==> config.mk <==
export PLATFORM = sky130hd
export DESIGN_NAME = array_list_with_cursor
export DESIGN_NICKNAME = d
export VERILOG_FILES = /design/src/hw/rtl/alc_pkg.sv /design/src/hw/rtl/alc_ctrl.sv /design/src/hw/rtl/alc_dp.sv /design/src/hw/rtl/array_list_with_cursor.sv
export VERILOG_INCLUDE_DIRS = /design/src /design/src/hw/rtl
export SDC_FILE = /design/constraint.sdc
export NUM_CORES = 2
export LEC_CHECK = 0
export ABC_AREA = 1
export BUFFER_PORTS_ARGS = -buffer_cell sky130_fd_sc_hd__clkbuf_2
export CAP_MARGIN = 10
export CORE_MARGIN = 10
export CORE_UTILIZATION = 50
export CTS_BUF_LIST = sky130_fd_sc_hd__clkbuf_4
export CTS_CLUSTER_DIAMETER = 150
export DETAILED_ROUTE_END_ITERATION = 7
export PLACE_DENSITY_LB_ADDON = 0.25
export SLEW_MARGIN = 0
export SYNTH_ARGS = -nofsm -noshare
export SYNTH_HDL_FRONTEND = slang
export SYNTH_SLANG_ARGS = --single-unit
==> constraint.sdc <==
create_clock -name clk -period 5.3 [get_ports clk]
set_input_delay 0.265 -clock clk [delete_from_list [all_inputs] [get_ports clk]]
set_output_delay 0.265 -clock clk [all_outputs]
set_load 0.01 [all_outputs]
==> src/hw/rtl/array_list_with_cursor_defines.svh <==
// Assertion macros used by the list top level.
`ifndef ARRAY_LIST_WITH_CURSOR_DEFINES_SVH
`define ARRAY_LIST_WITH_CURSOR_DEFINES_SVH

// Consequent must hold in the same cycle as the antecedent.
`define ALC_ASSERT_SAME(label, clock, reset_n, ante, cons) \
  label: assert property (@(posedge clock) disable iff (!reset_n) (ante) |-> (cons)) \
    else $error("%m: same-cycle check failed");

// Consequent must hold in the cycle after the antecedent.
`define ALC_ASSERT_NEXT(label, clock, reset_n, ante, cons) \
  label: assert property (@(posedge clock) disable iff (!reset_n) (ante) |=> (cons)) \
    else $error("%m: next-cycle check failed");

`endif

==> src/hw/rtl/alc_pkg.sv <==
package alc_pkg;

  localparam int OP_W       = 4;
  localparam int VALUE_W    = 32;
  localparam int POS_W      = 7;
  localparam int DATA_OUT_W = 32;
  localparam int IDX_OUT_W  = 6;
  localparam int LEN_OUT_W  = 7;
  localparam int STATUS_W   = 2;

  typedef enum logic [OP_W-1:0] {
    OP_INSERT = 4'd0,
    OP_APPEND = 4'd1,
    OP_REMOVE = 4'd2,
    OP_FIND   = 4'd3,
    OP_READ   = 4'd4,
    OP_SETPOS = 4'd5,
    OP_BEGIN  = 4'd6,
    OP_END    = 4'd7,
    OP_PREV   = 4'd8,
    OP_NEXT   = 4'd9,
    OP_CLEAR  = 4'd10
  } op_t;

  typedef enum logic [STATUS_W-1:0] {
    STATUS_OK     = 2'd0,
    STATUS_FULL   = 2'd1,
    STATUS_NO_CUR = 2'd2,
    STATUS_RANGE  = 2'd3
  } status_t;

  typedef enum logic [2:0] {
    ST_IDLE  = 3'd0,
    ST_ISSUE = 3'd1,
    ST_DRAIN = 3'd2,
    ST_PUT   = 3'd3,
    ST_FIN   = 3'd4
  } ctrl_state_t;

  typedef struct packed {
    logic load;
    logic issue;
    logic process;
    logic drain;
    logic put;
    logic fin;
  } dp_cmd_t;

  typedef struct packed {
    op_t  op;
    logic full;
    logic has_cur;
    logic nonempty;
    logic last;
    logic hit;
  } dp_stat_t;

endpackage

==> src/hw/rtl/alc_ctrl.sv <==
module alc_ctrl (
  input  logic                      clk,
  input  logic                      rst_n,
  input  logic                      in_valid,
  input  logic [alc_pkg::OP_W-1:0]  in_op,
  output logic                      in_stall,
  output logic                      out_valid,
  input  logic                      out_stall,
  input  alc_pkg::dp_stat_t         st,
  output alc_pkg::dp_cmd_t          cmd
);

  alc_pkg::ctrl_state_t state_r, state_nxt;
  logic                 out_valid_r, out_valid_nxt;

  always_ff @(posedge clk) begin
    if (!rst_n) begin
      state_r     <= alc_pkg::ST_IDLE;
      out_valid_r <= 1'b0;
    end else begin
      state_r     <= state_nxt;
      out_valid_r <= out_valid_nxt;
    end
  end

  always_comb begin
    state_nxt     = state_r;
    cmd           = '0;
    out_valid_nxt = out_valid_r && out_stall;
    case (state_r)
      alc_pkg::ST_IDLE: begin
        if (in_valid) begin
          cmd.load = 1'b1;
          case (alc_pkg::op_t'(in_op))
            alc_pkg::OP_INSERT: begin
              if (st.full) begin
                state_nxt = alc_pkg::ST_FIN;
              end else if (st.has_cur) begin
                state_nxt = alc_pkg::ST_ISSUE;
              end else begin
                state_nxt = alc_pkg::ST_PUT;
              end
            end
            alc_pkg::OP_REMOVE, alc_pkg::OP_READ: begin
              state_nxt = st.has_cur ? alc_pkg::ST_ISSUE : alc_pkg::ST_FIN;
            end
            alc_pkg::OP_FIND: begin
              state_nxt = st.nonempty ? alc_pkg::ST_ISSUE : alc_pkg::ST_FIN;
            end
            default: begin
              state_nxt = alc_pkg::ST_FIN;
            end
          endcase
        end
      end
      alc_pkg::ST_ISSUE: begin
        cmd.issue   = 1'b1;
        cmd.process = 1'b1;
        // A search stops at the first match; any read already in flight is dropped.
        if (st.hit) begin
          state_nxt = alc_pkg::ST_FIN;
        end else if (st.last) begin
          state_nxt = alc_pkg::ST_DRAIN;
        end
      end
      alc_pkg::ST_DRAIN: begin
        cmd.process = 1'b1;
        cmd.drain   = 1'b1;
        state_nxt   = (st.op == alc_pkg::OP_INSERT) ? alc_pkg::ST_PUT : alc_pkg::ST_FIN;
      end
      alc_pkg::ST_PUT: begin
        cmd.put   = 1'b1;
        state_nxt = alc_pkg::ST_FIN;
      end
      alc_pkg::ST_FIN: begin
        if (!out_valid_r || !out_stall) begin
          cmd.fin       = 1'b1;
          out_valid_nxt = 1'b1;
          state_nxt     = alc_pkg::ST_IDLE;
        end
      end
      default: begin
        state_nxt = alc_pkg::ST_IDLE;
      end
    endcase
  end

  assign in_stall  = (state_r != alc_pkg::ST_IDLE);
  assign out_valid = out_valid_r;

endmodule

==> src/hw/rtl/alc_dp.sv <==
module alc_dp #(
  parameter int CAPACITY   = 64,
  parameter int DATA_WIDTH = 32
) (
  input  logic                              clk,
  input  logic                              rst_n,
  input  alc_pkg::dp_cmd_t                  cmd,
  output alc_pkg::dp_stat_t                 st,
  input  logic [alc_pkg::OP_W-1:0]          in_op,
  input  logic [alc_pkg::VALUE_W-1:0]       in_value,
  input  logic [alc_pkg::POS_W-1:0]         in_position,
  output logic [alc_pkg::DATA_OUT_W-1:0]    out_data_out,
  output logic [alc_pkg::IDX_OUT_W-1:0]     out_found_index,
  output logic [alc_pkg::LEN_OUT_W-1:0]     out_length_now,
  output logic [alc_pkg::LEN_OUT_W-1:0]     out_cursor_now,
  output logic [alc_pkg::STATUS_W-1:0]      out_status
);

  localparam int LEN_W = $clog2(CAPACITY + 1);
  localparam int IDX_W = $clog2(CAPACITY);
  localparam int CMP_W = (LEN_W > alc_pkg::POS_W) ? LEN_W : alc_pkg::POS_W;

  logic [DATA_WIDTH-1:0] entries_r [CAPACITY];
  logic [DATA_WIDTH-1:0] rdata_r;

  logic [LEN_W-1:0]      len_r, len_nxt;
  logic [LEN_W-1:0]      cursor_r, cursor_nxt;
  alc_pkg::op_t          op_r, op_nxt;
  logic [DATA_WIDTH-1:0] word_r, word_nxt;
  logic [IDX_W-1:0]      ptr_r, ptr_nxt;
  logic [IDX_W-1:0]      rd_addr_r, rd_addr_nxt;
  logic                  rd_vld_r, rd_vld_nxt;
  logic [DATA_WIDTH-1:0] data_r, data_nxt;
  logic [IDX_W-1:0]      idx_r, idx_nxt;
  alc_pkg::status_t      status_r, status_nxt;

  logic                  mem_we;
  logic [IDX_W-1:0]      mem_waddr;
  logic [DATA_WIDTH-1:0] mem_wdata;

  logic [alc_pkg::DATA_OUT_W-1:0] out_data_r;
  logic [alc_pkg::IDX_OUT_W-1:0]  out_idx_r;
  logic [alc_pkg::LEN_OUT_W-1:0]  out_len_r;
  logic [alc_pkg::LEN_OUT_W-1:0]  out_cursor_r;
  alc_pkg::status_t               out_status_r;

  logic match;

  assign match = (rdata_r == word_r);

  always_comb begin
    st.op       = op_r;
    st.full     = (len_r == LEN_W'(CAPACITY));
    st.has_cur  = (cursor_r < len_r);
    st.nonempty = (len_r != '0);
    st.hit      = rd_vld_r && (op_r == alc_pkg::OP_FIND) && match;
    case (op_r)
      alc_pkg::OP_INSERT: st.last = (ptr_r == IDX_W'(cursor_r));
      alc_pkg::OP_READ:   st.last = 1'b1;
      default:            st.last = (ptr_r == IDX_W'(len_r - 1'b1));
    endcase
  end

  always_comb begin
    len_nxt     = len_r;
    cursor_nxt  = cursor_r;
    op_nxt      = op_r;
    word_nxt    = word_r;
    ptr_nxt     = ptr_r;
    rd_addr_nxt = rd_addr_r;
    rd_vld_nxt  = cmd.issue;
    data_nxt    = data_r;
    idx_nxt     = idx_r;
    status_nxt  = status_r;
    mem_we      = 1'b0;
    mem_waddr   = ptr_r;
    mem_wdata   = word_r;

    if (cmd.load) begin
      op_nxt     = alc_pkg::op_t'(in_op);
      word_nxt   = DATA_WIDTH'(in_value);
      data_nxt   = '0;
      idx_nxt    = '0;
      status_nxt = alc_pkg::STATUS_OK;
      case (alc_pkg::op_t'(in_op))
        alc_pkg::OP_INSERT: begin
          if (st.full) begin
            status_nxt = alc_pkg::STATUS_FULL;
          end
          ptr_nxt = IDX_W'(len_r - 1'b1);
        end
        alc_pkg::OP_APPEND: begin
          if (st.full) begin
            status_nxt = alc_pkg::STATUS_FULL;
          end else begin
            mem_we    = 1'b1;
            mem_waddr = IDX_W'(len_r);
            mem_wdata = DATA_WIDTH'(in_value);
            len_nxt   = len_r + 1'b1;
          end
        end
        alc_pkg::OP_REMOVE, alc_pkg::OP_READ: begin
          if (!st.has_cur) begin
            status_nxt = alc_pkg::STATUS_NO_CUR;
          end
          ptr_nxt = IDX_W'(cursor_r);
        end
        alc_pkg::OP_FIND: begin
          // Not found until the scan proves otherwise.
          cursor_nxt = '0;
          status_nxt = alc_pkg::STATUS_RANGE;
          ptr_nxt    = '0;
        end
        alc_pkg::OP_SETPOS: begin
          if (CMP_W'(in_position) > CMP_W'(len_r)) begin
            status_nxt = alc_pkg::STATUS_RANGE;
          end else begin
            cursor_nxt = LEN_W'(in_position);
          end
        end
        alc_pkg::OP_BEGIN: cursor_nxt = '0;
        alc_pkg::OP_END:   cursor_nxt = len_r;
        alc_pkg::OP_PREV: begin
          if (cursor_r != '0) begin
            cursor_nxt = cursor_r - 1'b1;
          end
        end
        alc_pkg::OP_NEXT: begin
          if (st.has_cur) begin
            cursor_nxt = cursor_r + 1'b1;
          end
        end
        alc_pkg::OP_CLEAR: begin
          len_nxt    = '0;
          cursor_nxt = '0;
        end
        default: begin
        end
      endcase
    end

    if (cmd.issue) begin
      rd_addr_nxt = ptr_r;
      ptr_nxt     = (op_r == alc_pkg::OP_INSERT) ? ptr_r - 1'b1 : ptr_r + 1'b1;
    end

    // Insert walks downward and moves each word up one slot; remove walks
    // upward and moves each word down one slot, capturing the word at the cursor as the result.
    if (cmd.process && rd_vld_r) begin
      case (op_r)
        alc_pkg::OP_INSERT: begin
          mem_we    = 1'b1;
          mem_waddr = rd_addr_r + 1'b1;
          mem_wdata = rdata_r;
        end
        alc_pkg::OP_REMOVE: begin
          if (rd_addr_r == IDX_W'(cursor_r)) begin
            data_nxt = rdata_r;
          end else begin
            mem_we    = 1'b1;
            mem_waddr = rd_addr_r - 1'b1;
            mem_wdata = rdata_r;
          end
        end
        alc_pkg::OP_FIND: begin
          if (match) begin
            idx_nxt    = rd_addr_r;
            status_nxt = alc_pkg::STATUS_OK;
          end
        end
        alc_pkg::OP_READ: data_nxt = rdata_r;
        default: begin
        end
      endcase
    end

    if (cmd.drain && (op_r == alc_pkg::OP_REMOVE)) begin
      len_nxt = len_r - 1'b1;
    end

    if (cmd.put) begin
      mem_we    = 1'b1;
      mem_waddr = IDX_W'(cursor_r);
      mem_wdata = word_r;
      len_nxt   = len_r + 1'b1;
    end
  end

  always_ff @(posedge clk) begin
    if (!rst_n) begin
      len_r    <= '0;
      cursor_r <= '0;
      op_r     <= alc_pkg::OP_INSERT;
      ptr_r    <= '0;
      rd_vld_r <= 1'b0;
    end else begin
      len_r    <= len_nxt;
      cursor_r <= cursor_nxt;
      op_r     <= op_nxt;
      ptr_r    <= ptr_nxt;
      rd_vld_r <= rd_vld_nxt;
    end
  end

  always_ff @(posedge clk) begin
    word_r    <= word_nxt;
    rd_addr_r <= rd_addr_nxt;
    data_r    <= data_nxt;
    idx_r     <= idx_nxt;
    status_r  <= status_nxt;
  end

  always_ff @(posedge clk) begin
    if (mem_we) begin
      entries_r[mem_waddr] <= mem_wdata;
    end
    if (cmd.issue) begin
      rdata_r <= entries_r[ptr_r];
    end
  end

  always_ff @(posedge clk) begin
    if (cmd.fin) begin
      out_data_r   <= alc_pkg::DATA_OUT_W'(data_r);
      out_idx_r    <= alc_pkg::IDX_OUT_W'(idx_r);
      out_len_r    <= alc_pkg::LEN_OUT_W'(len_r);
      out_cursor_r <= alc_pkg::LEN_OUT_W'(cursor_r);
      out_status_r <= status_r;
    end
  end

  assign out_data_out    = out_data_r;
  assign out_found_index = out_idx_r;
  assign out_length_now  = out_len_r;
  assign out_cursor_now  = out_cursor_r;
  assign out_status      = out_status_r;

endmodule

==> src/hw/rtl/array_list_with_cursor.sv <==
// Append, cursor moves, clear and rejected operations go straight to the result; read takes the
// word at the cursor; remove scans from the cursor to the end, moving words down; find scans from
// the start and stops at the first match; insert scans from the end down to the cursor, moving words
// up, then writes the new word (at once with the cursor at the end). One item at a time: the input
// stays stalled until the result registers, after any output stall; memory does one read and one write a cycle.
// Synchronous active-low reset empties the list (length and cursor zero); stored words are kept.
`include "array_list_with_cursor_defines.svh"

module array_list_with_cursor #(
  parameter int CAPACITY   = 64,
  parameter int DATA_WIDTH = 32
) (
  input  logic                              clk,
  input  logic                              rst_n,
  input  logic                              in_valid,
  output logic                              in_stall,
  input  logic [alc_pkg::OP_W-1:0]          in_op,
  input  logic [alc_pkg::VALUE_W-1:0]       in_value,
  input  logic [alc_pkg::POS_W-1:0]         in_position,
  output logic                              out_valid,
  input  logic                              out_stall,
  output logic [alc_pkg::DATA_OUT_W-1:0]    out_data_out,
  output logic [alc_pkg::IDX_OUT_W-1:0]     out_found_index,
  output logic [alc_pkg::LEN_OUT_W-1:0]     out_length_now,
  output logic [alc_pkg::LEN_OUT_W-1:0]     out_cursor_now,
  output logic [alc_pkg::STATUS_W-1:0]      out_status
);

  alc_pkg::dp_cmd_t  cmd;
  alc_pkg::dp_stat_t st;

  alc_ctrl u_ctrl (
    .clk       (clk),
    .rst_n     (rst_n),
    .in_valid  (in_valid),
    .in_op     (in_op),
    .in_stall  (in_stall),
    .out_valid (out_valid),
    .out_stall (out_stall),
    .st        (st),
    .cmd       (cmd)
  );

  alc_dp #(
    .CAPACITY   (CAPACITY),
    .DATA_WIDTH (DATA_WIDTH)
  ) u_dp (
    .clk             (clk),
    .rst_n           (rst_n),
    .cmd             (cmd),
    .st              (st),
    .in_op           (in_op),
    .in_value        (in_value),
    .in_position     (in_position),
    .out_data_out    (out_data_out),
    .out_found_index (out_found_index),
    .out_length_now  (out_length_now),
    .out_cursor_now  (out_cursor_now),
    .out_status      (out_status)
  );

  // An accepted item keeps the input stalled in the cycle after its transfer.
  `ALC_ASSERT_NEXT(a_accept_blocks_next, clk, rst_n, in_valid && !in_stall, in_stall)
  // Rejected or failed operations never return a word.
  `ALC_ASSERT_SAME(a_error_no_data, clk, rst_n, out_valid && (out_status != alc_pkg::STATUS_OK), out_data_out == '0)
  // No current element means the cursor sits at the end of the list.
  `ALC_ASSERT_SAME(a_no_cur_at_end, clk, rst_n, out_valid && (out_status == alc_pkg::STATUS_NO_CUR), out_cursor_now == out_length_now)

endmodule
==> results.toml <==
[synthesis]
synth_edf_count = 2172
syn_area_mm2 = 0.0898
yosys-top-cells-count = "edfxtp_1 (2,172), nor2_1 (1,310), o21ai_0 (1,231)"
synth.largest_area_cell = "edfxtp_1"
yosys_most_used_dff = "edfxtp_1"
synthArstFlopShare_pct = 0
synth_cells = 7169
synth_area_leaders = "edfxtp_1 (73%), o21ai_0 (6.9%), nor2_1 (5.5%)"
synthesis.nets = 7244
yosysUniqueCellTypes = 49
avgSynthCellArea_um2 = 12.5
synth.most_common_cell = "edfxtp_1"
synth-seq-area-share_pct = 74.2
synth_top_area_share_pct = 72.6
yosysWarnings = 0
ys_ff_latch = 2241

[grt]
grt_util_met2_pct = 40.0
overflow = 0
antenna_found_initial = 14
top_usage_layer = "met2"
grt_pass1_vias = 60900
grt_max_degree = 195
grt_pass1_wl_um = 393000
grt_usage_pct = 26.4
grt_util_met3_pct = 7.46
met1_usage_pct = 35.5

[placement]
place_ws_ps = 1210
gp_congestion = 0.927
hpwl_um = 150000
placed_cell_area_mm2 = 0.0944
port_buffers = 102

[timing]
rsz0062_at_grt = "no"
hold_violations = 0
setup_slack_ps = 1090
slew_headroom_pct = 6.98
post-route-min-period_ps = 4210
holdWs_ps = 138
setup_tns_ps = 0
maxClockFrequency_mhz = 238
post-route-period-util_pct = 79.3
finalSetupViolCount = 0
worst_slew_pin_slew_ps = 1400
slew_viol_final = 0
finalClockSkew_ps = 133

[setup_path]
cp-startpoint = "u_dp.len_r[0]"
r2r-start = "u_dp.len_r[0]"
worstPathArrival_ps = 5120
end_kind = "flop"
cp-start-kind = "flop"
r2r-end = "u_dp.entries_r[28][1]"
r2r_slack_ps = 1090
timing_worst_setup_path_type = "reg -> reg"
r2r_cells = 14
crit_fanout = 32
critPathRequiredTime_ps = 6210
crit_end = "u_dp.entries_r[28][1]"

[worst_hold_path]
hp-class = "in -> reg"
min_path_cells = 4

[detailed_routing]
via_per_inst = 6.04
dr.pass1.iters = 6
post_drt_wl_per_cell_um = 25.7
drt_iter0_drc = 8114
remaining_drc_errors = 0
wirelength_um = 269000
ant_nets = 0
vias = 63100

[floorplanning]
die-area_mm2 = 0.197
coreArea_mm2 = 0.179
die_y_um = 444
start_util_pct = 50.3
fp.dieW_um = 444
core.rowCount = 155
ioPinCount = 103

[layout]
area_growth_pct = 14.1
fill_cells = 14300
nets = 7780
multi_input_area_mm2 = 0.0217
area.sequential_mm2 = 0.0666
layout-drive-gt1-share_pct = 16.6
finalInstanceArea_mm2 = 0.103

[clocking]
cts_tree = "done"
clk_latency_ps = 1430
clk_path_buf_depth = 4
postCtsSetupBuffers = 0
cts_buffers = 585
path_clk_slew_ps = 60
cts-hold-fix-buffers = 115
numClockSinks = 2241
root_buffer = "clkbuf_4"
ctsResizeCount = 0
htree_num_levels = 6

[power_and_ir_drop]
p_per_area_mw_per_mm2 = 407
finalPower_w = 0.0417
vdd_ir_drop_max_mv = 0.192
leakage_nw = 34.9

[run_status]
status = "completed"

[job]
max_cap_viol_count = 0
stage by stage:
step	util, %	cells
2_1_floorplan	-	7169
3_3_place_gp	52.8	9355
3_5_place_dp	52.8	9356
4_1_cts	57.4	10400
5_1_grt	57.4	10500
6_report	57.4	10500
kinds of logic after synthesis:
logic type / Yosys count / synth area share [%]
AOI/OAI and AO/OA: 2027 / 12.5
adders and majority gates: 28 / 0.407
DFF: 2241 / 74.2
xor gates and xnor gates: 16 / 0.156
buffers and inverters: 626 / 2.78
and+or+nand+nor: 2231 / 10.0
worst min-delay path by stage:
stage,from,to,slack [ps]
2_1_floorplan,in_value[0],u_dp.word_r[0],360
3_3_place_gp,u_dp.idx_r[4],u_dp.out_found_index[4],420
3_5_place_dp,u_dp.data_r[12],u_dp.out_data_out[12],420
4_1_cts,in_value[16],u_dp.entries_r[46][16],1
5_1_grt,in_value[16],u_dp.entries_r[38][16],70
6_report,in_value[16],u_dp.entries_r[47][16],140
area by class of cell:
class                           instances  area share [%]
Antenna cell                            7          0.0171
Multi-Input combinational cell       4302            21.2
Inverter                              146           0.563
Tap cell                             2355            2.87
Timing Repair Buffer                  429            3.63
Clock inverter                        153           0.770
Clock buffer                          820            6.00
Sequential cell                      2241            65.0
metal layers:
| metal | up-vias | part of all wire (%) |
|---|---|---|
| met3 | 545 | 12 |
| met4 | 6 | 4.5 |
| met2 | 3756 | 45 |
| met5 | - | 0.013 |
| met1 | 30800 | 39 |
| li1 | 27900 | - |
report_power, final:
part	internal, W	switching (W)	leakage, nW
Combinational	0.00177	0.00534	10.6
Clock	0.00744	0.00689	4.17
Sequential	0.0201	0.000194	20.1
state kept, by name, indices dropped and copies added, names as in the netlist:
signal and count:
u_dp.entries_r 2048, u_dp.data_r 32, u_dp.out_data_out 32, u_dp.rdata_r 32, u_dp.word_r 32, u_dp.cursor_r 7
u_dp.len_r 7, u_dp.out_cursor_now 7, u_dp.out_length_now 7, u_dp.idx_r 6, u_dp.out_found_index 6, u_dp.ptr_r 6
u_dp.rd_addr_r 6, u_dp.op_r 4, u_ctrl.state_r 3, u_dp.out_status 2, u_dp.status_r 2, u_ctrl.out_valid 1
u_dp.rd_vld_r 1
placed cells by master (no fill, tap or decap), types with 115 or more instances in the layout:
cell,instances
nor2_1,1244
clkbuf_4,820
o22ai_1,566
dlygate4sd3_1,115
nand3_1,250
clkinv_1,119
nand2_1,590
buf_4,174
edfxtp_1,2172
inv_1,123
o21ai_0,1231
critical path, cell delays in order, from the launching register on:
cell and delay (ps):
dfxtp_1 560, inv_1 280, ha_1 350, nand4_2 210
nand2_2 230, inv_2 120, nand2_1 60, nand3_1 100
nand2_1 60, nand2_1 50, nand2_1 260, inv_2 210
nand3_2 530, nor2_4 250, buf_4 520
Note: power is estimated with default switching activity, not from simulation.
